===== src/aet_pkg.sv =====
// Shared constants for the arc edge trimmer.
`default_nettype none
package aet_pkg;

  // Depth of the pending-sample store; must stay a power of two.
  localparam int MAX_TRIM = 32;
  localparam int SAMPLE_W = 32;
  localparam int TRIM_W   = 6;
  localparam int ARC_W    = 6;
  localparam int PTR_W    = $clog2(MAX_TRIM);
  localparam int CNT_W    = $clog2(MAX_TRIM + 1);

  localparam logic [TRIM_W-1:0] TRIM_RESET = TRIM_W'(10);
  localparam logic [TRIM_W-1:0] TRIM_LIMIT = TRIM_W'(MAX_TRIM);
  localparam logic [ARC_W-1:0]  ARC_SAT    = '1;

  // Bit positions inside the output tuser field.
  localparam int TUSER_TRIMMED = 0;
  localparam int TUSER_DONE    = 1;
  localparam int TUSER_W       = 2;

endpackage : aet_pkg
`default_nettype wire


===== src/aet_ram.sv =====
// Simple dual-port synchronous RAM with a registered read port.
`default_nettype none
module aet_ram #(
  parameter int DEPTH = 32,
  parameter int WIDTH = 32
) (
  input  wire logic                     clk_i,
  input  wire logic                     we_i,
  input  wire logic [$clog2(DEPTH)-1:0] waddr_i,
  input  wire logic [WIDTH-1:0]         wdata_i,
  input  wire logic                     re_i,
  input  wire logic [$clog2(DEPTH)-1:0] raddr_i,
  output logic      [WIDTH-1:0]         rdata_o
);

  logic [WIDTH-1:0] mem_q [DEPTH];

  // Write port.
  always_ff @(posedge clk_i) begin
    if (we_i) begin
      mem_q[waddr_i] <= wdata_i;
    end
  end

  // Read port; the data holds until the next read.
  always_ff @(posedge clk_i) begin
    if (re_i) begin
      rdata_o <= mem_q[raddr_i];
    end
  end

endmodule : aet_ram
`default_nettype wire


===== src/arc_edge_trimmer.sv =====
// Arc edge trimmer: sequencer around the pending-sample RAM and the output register.
// A leading-edge result goes to the output register from S_CUR once its item is taken; a
// released sample passes S_POP_RD (RAM read), then S_POP_WR (output), and a gap zero passes
// S_FLUSH1, then S_CUR. A gap releases its pending samples as zeros before its own result; a
// column end drains them in S_FLUSH2. Flushed zeros come one per cycle while the output is
// not stalled; a new item is taken only back in S_IDLE. Reset clears the count,
// pointer, arc position and output register and loads trim_count with 10; RAM is not cleared.
`default_nettype none
module arc_edge_trimmer
  import aet_pkg::*;
(
  input  wire logic                clk_i,
  input  wire logic                rst_ni,
  // Configuration: trim_count.
  input  wire logic                cfg_we_i,
  input  wire logic [TRIM_W-1:0]   cfg_wdata_i,
  // Input item: tdata = sample_in[31:0]; tlast = column_end.
  input  wire logic                s_axis_tvalid,
  output logic                     s_axis_tready,
  input  wire logic [SAMPLE_W-1:0] s_axis_tdata,
  input  wire logic                s_axis_tlast,
  // Result item: tdata = sample_out[31:0]; tlast = last_result.
  output logic                     m_axis_tvalid,
  input  wire logic                m_axis_tready,
  output logic      [SAMPLE_W-1:0] m_axis_tdata,
  output logic                     m_axis_tlast,
  // tuser: bit 0 trimmed, bit 1 column_done.
  output logic      [TUSER_W-1:0]  m_axis_tuser
);

  typedef enum logic [2:0] {
    S_IDLE,
    S_FLUSH1,
    S_POP_RD,
    S_POP_WR,
    S_CUR,
    S_FLUSH2
  } state_e;

  typedef enum logic [1:0] {
    MODE_ZERO,
    MODE_EDGE,
    MODE_PASS
  } mode_e;

  state_e              state_q;
  mode_e               mode_q;
  logic [TRIM_W-1:0]   trim_q;
  logic [TRIM_W-1:0]   t_q;
  logic [TRIM_W-1:0]   t_sat;
  logic [SAMPLE_W-1:0] smp_q;
  logic                cend_q;
  logic [CNT_W-1:0]    cnt_q;
  logic [PTR_W-1:0]    rp_q;
  logic [ARC_W-1:0]    arc_q;
  logic                out_valid_q;
  logic [SAMPLE_W-1:0] out_data_q;
  logic                out_last_q;
  logic [TUSER_W-1:0]  out_user_q;
  logic                out_free;
  logic                out_load;
  logic                pop_more;
  logic                ram_we;
  logic                ram_re;
  logic [PTR_W-1:0]    ram_waddr;
  logic [SAMPLE_W-1:0] ram_rdata;

  // Effective trim length, capped at the store depth.
  assign t_sat = (trim_q > TRIM_LIMIT) ? TRIM_LIMIT : trim_q;

  assign out_free = !out_valid_q || m_axis_tready;
  assign pop_more = (cnt_q != '0) && (cnt_q >= CNT_W'(t_q));

  // The store is written only when the current sample is held and read only
  // while releasing, so one entry is never read and written in the same step.
  assign ram_we    = (state_q == S_CUR) && (mode_q == MODE_PASS) && (t_q != '0);
  assign ram_re    = (state_q == S_POP_RD) && pop_more;
  assign ram_waddr = PTR_W'(rp_q + cnt_q[PTR_W-1:0]);

  // A result is loaded into the output register in these cycles.
  assign out_load = out_free && (((state_q == S_FLUSH1) && (cnt_q != '0)) ||
                                 (state_q == S_POP_WR) ||
                                 ((state_q == S_CUR) && !ram_we) ||
                                 (state_q == S_FLUSH2));

  aet_ram #(
    .DEPTH(MAX_TRIM),
    .WIDTH(SAMPLE_W)
  ) u_ram (
    .clk_i  (clk_i),
    .we_i   (ram_we),
    .waddr_i(ram_waddr),
    .wdata_i(smp_q),
    .re_i   (ram_re),
    .raddr_i(rp_q),
    .rdata_o(ram_rdata)
  );

  // Configuration register.
  always_ff @(posedge clk_i or negedge rst_ni) begin
    if (!rst_ni) begin
      trim_q <= TRIM_RESET;
    end else if (cfg_we_i) begin
      trim_q <= cfg_wdata_i;
    end
  end

  // Sequencer with the output register.
  always_ff @(posedge clk_i or negedge rst_ni) begin
    if (!rst_ni) begin
      state_q     <= S_IDLE;
      mode_q      <= MODE_ZERO;
      t_q         <= '0;
      smp_q       <= '0;
      cend_q      <= 1'b0;
      cnt_q       <= '0;
      rp_q        <= '0;
      arc_q       <= '0;
      out_valid_q <= 1'b0;
      out_data_q  <= '0;
      out_last_q  <= 1'b0;
      out_user_q  <= '0;
    end else begin
      if (out_load) begin
        out_valid_q <= 1'b1;
      end else if (m_axis_tready) begin
        out_valid_q <= 1'b0;
      end
      unique case (state_q)
        S_IDLE: begin
          if (s_axis_tvalid) begin
            smp_q  <= s_axis_tdata;
            cend_q <= s_axis_tlast;
            t_q    <= t_sat;
            if (s_axis_tdata == '0) begin
              mode_q  <= MODE_ZERO;
              state_q <= S_FLUSH1;
            end else if (arc_q < ARC_W'(t_sat)) begin
              mode_q  <= MODE_EDGE;
              state_q <= S_CUR;
            end else begin
              mode_q  <= MODE_PASS;
              state_q <= S_POP_RD;
            end
            // Arc position counts nonzero samples, saturates, and clears on a zero or a column end.
            if (s_axis_tdata == '0 || s_axis_tlast) begin
              arc_q <= '0;
            end else if (arc_q != ARC_SAT) begin
              arc_q <= arc_q + ARC_W'(1);
            end
          end
        end
        S_FLUSH1: begin
          // A gap releases every pending sample as a trimmed zero.
          if (cnt_q == '0) begin
            rp_q    <= '0;
            state_q <= S_CUR;
          end else if (out_free) begin
            out_data_q  <= '0;
            out_last_q  <= 1'b0;
            out_user_q  <= TUSER_W'(1) << TUSER_TRIMMED;
            cnt_q       <= cnt_q - CNT_W'(1);
          end
        end
        S_POP_RD: begin
          state_q <= pop_more ? S_POP_WR : S_CUR;
        end
        S_POP_WR: begin
          // Oldest pending sample leaves unchanged.
          if (out_free) begin
            out_data_q  <= ram_rdata;
            out_last_q  <= (t_q != '0) && !cend_q && (cnt_q == CNT_W'(t_q));
            out_user_q  <= '0;
            rp_q        <= rp_q + PTR_W'(1);
            cnt_q       <= cnt_q - CNT_W'(1);
            state_q     <= S_POP_RD;
          end
        end
        S_CUR: begin
          if (ram_we) begin
            // Current sample joins the pending store.
            cnt_q   <= cnt_q + CNT_W'(1);
            state_q <= cend_q ? S_FLUSH2 : S_IDLE;
          end else if (out_free) begin
            out_data_q  <= (mode_q == MODE_PASS) ? smp_q : '0;
            out_last_q  <= !(cend_q && cnt_q != '0);
            out_user_q  <= (TUSER_W'(mode_q == MODE_EDGE) << TUSER_TRIMMED) |
                           (TUSER_W'(cend_q && (cnt_q == '0)) << TUSER_DONE);
            if (cend_q && cnt_q != '0) begin
              state_q <= S_FLUSH2;
            end else begin
              if (cend_q) begin
                rp_q <= '0;
              end
              state_q <= S_IDLE;
            end
          end
        end
        S_FLUSH2: begin
          // Column end drains the store as trimmed zeros.
          if (out_free) begin
            out_data_q  <= '0;
            out_last_q  <= (cnt_q == CNT_W'(1));
            out_user_q  <= (TUSER_W'(1) << TUSER_TRIMMED) |
                           (TUSER_W'(cnt_q == CNT_W'(1)) << TUSER_DONE);
            cnt_q       <= cnt_q - CNT_W'(1);
            if (cnt_q == CNT_W'(1)) begin
              rp_q    <= '0;
              state_q <= S_IDLE;
            end
          end
        end
        default: begin
          state_q <= S_IDLE;
        end
      endcase
    end
  end

  assign s_axis_tready = (state_q == S_IDLE);
  assign m_axis_tvalid = out_valid_q;
  assign m_axis_tdata  = out_data_q;
  assign m_axis_tlast  = out_last_q;
  assign m_axis_tuser  = out_user_q;

  // The pending count never exceeds the store depth.
  a_cnt_bound: assert property (@(posedge clk_i) disable iff (!rst_ni)
    cnt_q <= CNT_W'(MAX_TRIM))
    else $error("pending count above store depth");

  // A release is only issued while samples are pending.
  a_pop_nonempty: assert property (@(posedge clk_i) disable iff (!rst_ni)
    state_q == S_POP_WR |-> cnt_q != '0)
    else $error("release from an empty store");

  // The column-end drain runs only for a column end with pending samples.
  a_flush_cause: assert property (@(posedge clk_i) disable iff (!rst_ni)
    state_q == S_FLUSH2 |-> cend_q && cnt_q != '0)
    else $error("unexpected drain");

  // A column-done result is always the last result of its item.
  a_done_last: assert property (@(posedge clk_i) disable iff (!rst_ni)
    m_axis_tvalid && m_axis_tuser[TUSER_DONE] |-> m_axis_tlast)
    else $error("column done without last result");

endmodule : arc_edge_trimmer
`default_nettype wire


===== config.mk =====
export PLATFORM = sky130hd
export DESIGN_NAME = arc_edge_trimmer
export DESIGN_NICKNAME = d
export VERILOG_FILES = /design/src/aet_pkg.sv /design/src/aet_ram.sv /design/src/arc_edge_trimmer.sv
export SDC_FILE = /design/constraint.sdc
export NUM_CORES = 1
export LEC_CHECK = 0
export ABC_CLOCK_PERIOD_IN_PS = 7640
export BUFFER_PORTS_ARGS = -buffer_cell sky130_fd_sc_hd__buf_2
export CELL_PAD_IN_SITES_DETAIL_PLACEMENT = 2
export CELL_PAD_IN_SITES_GLOBAL_PLACEMENT = 2
export CORE_MARGIN = 5
export CORE_UTILIZATION = 30
export DETAILED_ROUTE_END_ITERATION = 6
export GPL_ROUTABILITY_DRIVEN = 0
export PLACE_DENSITY = 0.59
export SKIP_LAST_GASP = 1
export SLEW_MARGIN = 20
export SYNTH_ARGS = -nofsm -noshare
export SYNTH_HDL_FRONTEND = slang
export SYNTH_SLANG_ARGS = --single-unit

===== constraint.sdc =====
create_clock -name clk_i -period 7.64 [get_ports clk_i]
set_input_delay 1.146 -clock clk_i [delete_from_list [all_inputs] [get_ports clk_i]]
set_output_delay 1.146 -clock clk_i [all_outputs]
set_load 0.05 [all_outputs]

==> impl_metrics.env <==
export IMPL_nets=2315
export IMPL_worst_slack_ns=3.35
export IMPL_max_freq_mhz=233
export IMPL_p_per_area_nw_per_um2=310
export IMPL_syn_to_final_growth_pct=15.6
export IMPL_drcViolationCount=0
export IMPL_clk_pin_slew_ns=0.06
export IMPL_p_leak_nw=16.3
export IMPL_dp_hpwl_mm=74.3
export IMPL_synth_edf_count=1056
export IMPL_ctsHoldBuffers=0
export IMPL_cts_tree="built"
export IMPL_routed_wl_mm=135
export IMPL_clkPwrFrac_pct=36.0
export IMPL_drtAntennaViolNets=0
export IMPL_syn_area_um2=45100
export IMPL_first_pass_iters=5
export IMPL_grt_pass1_vias=24600
export IMPL_vias_per_cell=5.17
export IMPL_yosys_area_share_adder_pct=0.627
export IMPL_switching_share_pct=27.7
export IMPL_finalNonFillerCells=4368
export IMPL_cp_required_ns=8.03
export IMPL_routedWlPerCell_um=30.8
export IMPL_combinationalPowerShare_pct=9.6
export IMPL_crit_chain="ha_1 -> fa_1 -> a21o_1 -> a21oi_1 -> xnor2_1 -> nand3_1 -> nor2_4 -> buf_4"
export IMPL_die_h_um=398
export IMPL_synth_compound_area_share_pct=1.95
export IMPL_core_um2=150000
export IMPL_relSlewSlack_pct=26.9
export IMPL_portBuffers=80
export IMPL_finalSetupViolCount=0
export IMPL_ctsResizeCount=0
export IMPL_final_max_slew_viol_count=0
export IMPL_holdWs_ns=0.437
export IMPL_placed_cells=4145
export IMPL_cp_slowest_cell="nor2_4"
export IMPL_cts_buffers=116
export IMPL_final_area_um2=52200
export IMPL_htree_levels=3
export IMPL_drive_above_1_share_pct=31.5
export IMPL_rows=142
export IMPL_yosys_warnings=0
export IMPL_grt_antenna_before_repair=2
export IMPL_die_w_um=398
export IMPL_p_sw_mw=4.47
export IMPL_synth_xor_area_share_pct=0.291
export IMPL_clockBufferDepth=3
export IMPL_synth_top_family_by_area="multiplexers"
export IMPL_initial_utilization_pct=30.1
export IMPL_io_pins=81
export IMPL_max_stage_delay_ns=0.84
export IMPL_ys_ff_latch=1159
export IMPL_yosysSeqAreaShare_pct=76.0
export IMPL_arrival_ns=4.68
export IMPL_p_int_mw=11.7
export IMPL_drv_cap=0
export IMPL_via_count=22600
export IMPL_worst_pin_slew_ns=1.10
export IMPL_avgSynthCellArea_um2=21.4
export IMPL_synth_cell_types=63
export IMPL_clock_latency_ns=0.74
export IMPL_ir_drop_v=0.000248
export IMPL_grt_pass1_wl_mm=193
export IMPL_syn_inst=2106
export IMPL_rsz0062_at_grt="no"
export IMPL_reg2reg_setup_slack_ns=3.35
export IMPL_period_minus_slack_ns=4.29
export IMPL_grt_ovfl_total=0
export IMPL_total_power_mw=16.2
export IMPL_status="completed"
export IMPL_async_flop_share_pct=8.89
export IMPL_sequentialPowerShare_pct=54.4
export IMPL_drtIter0Drc=2586
export IMPL_fin_crit_sh_pct=56.2
export IMPL_end_kind="register"
export IMPL_critPathKind="reg -> reg"
export IMPL_grt_max_degree=165
export IMPL_crit_fanout=29
export IMPL_syn_nets=2172
export IMPL_placed_cell_area_um2=48300
export IMPL_fin_skew_ns=0.0607
export IMPL_muxShareOfSynthArea_pct=17.0
export IMPL_cts_setup_buffers=0
export IMPL_synth_simple_area_share_pct=2.89
export IMPL_final_hold_violation_count=0
export IMPL_hp_class="in -> async"
export IMPL_finalCoreUtilization_pct=34.8
export IMPL_reg2reg_depth=8
export IMPL_tns_ns=0
export IMPL_clockRootBuffer="clkbuf_16"
export IMPL_cts_sinks=1159
export IMPL_die_area_um2=158000
export IMPL_synth_main_ff_cell="edfxtp_1"
export IMPL_crit_path_start_kind="register"
export IMPL_place_ws_ns=3.32
export IMPL_track_usage_pct=17.0
cell usage after synthesis (7+ instances only):
cell type,instances,area share [%]
edfxtp_1,1056,70
mux4_2,320,16
nand2_1,165,1.4
dfrtp_1,101,5.6
clkbuf_1,60,0.50
nor2_1,48,0.40
o21ai_0,45,0.50
mux2_2,37,0.92
a22oi_1,32,0.53
ha_1,21,0.58
nand3_1,21,0.23
buf_4,20,0.33
buf_2,15,0.17
a21oi_1,13,0.14
inv_1,13,0.11
nor4_1,13,0.18
buf_1,11,0.091
xnor2_1,9,0.17
a31oi_1,7,0.097
nand4_1,7,0.097
worst paths after layout:
path                             startpoint           endpoint
max                                 rp_q[0]  u_ram.mem_q[5][9]
min                                  rst_ni          trim_q[5]
max reg2reg                         rp_q[0]  u_ram.mem_q[5][9]
min reg2reg                m_axis_tdata[26]   m_axis_tdata[26]
max in group asynchronous            rst_ni           smp_q[5]
min in group clk_i         m_axis_tdata[26]   m_axis_tdata[26]
worst max-delay path, delay by kind of cell (launching register included):
family | cells | cell delay, ns
simple gates | 2 | 1.28
compound gates | 2 | 0.47
flops | 1 | 0.71
xor+xnor | 1 | 0.27
buf+inv | 1 | 0.44
fa+ha+maj | 2 | 0.78
cell type report:
class	count	area, um2
Antenna cell	1	2.50
Clock buffer	151	3140
Clock inverter	69	697
Fill cell	14500	97600
Inverter	14	55.1
Multi-Input combinational cell	823	10500
Sequential cell	1159	34300
Tap cell	2016	2520
Timing Repair Buffer	135	893
registers in the layout (all words and copies together), names as in the netlist, 6 cells and up:
register,cells
u_ram.rdata_o,32
m_axis_tdata,32
trim_q,6
cnt_q,6
arc_q,6
smp_q,32
u_ram.mem_q,1024
t_q,6
kinds of logic (layout without fill, tap and decap cells):
logic type,after synthesis,in the layout
DFF,1159,1159
muxes,360,360
and+or+nand+nor,291,291
AOI/OAI and AO/OA,135,135
buffers and inverters,124,369
adders and majority gates,22,22
xor gates and xnor gates,15,15
other,0,1
power groups by stage:
| stage | clock network [mW] | logic, mW | registers, mW |
|---|---|---|---|
| after detailed placement | 0 | 1.55 | 8.97 |
| after floorplan | 0 | 0.900 | 8.59 |
| after CTS | 5.96 | 1.56 | 8.82 |
| after global routing | 6.26 | 1.67 | 8.89 |
| after global placement | 0 | 1.48 | 8.84 |
| final | 5.82 | 1.54 | 8.80 |
metal layers:
layer	vias up	part of all wire [%]	GRT usage (%)
li1	9023	-	-
met4	0	1.7	3.10
met5	-	0	0
met1	12700	44	24.5
met2	758	48	27.6
met3	157	5.8	2.86
cell usage in the layout, fill, tap and decap left out, types with 33 or more instances in the layout:
| master | instances |
|---|---|
| mux4_2 | 320 |
| clkbuf_16 | 117 |
| nand2_1 | 165 |
| o21ai_0 | 45 |
| buf_2 | 79 |
| nor2_4 | 33 |
| buf_4 | 51 |
| mux2_2 | 37 |
| dfrtp_1 | 77 |
| edfxtp_1 | 1056 |
Power figures use the tool's default switching activity.
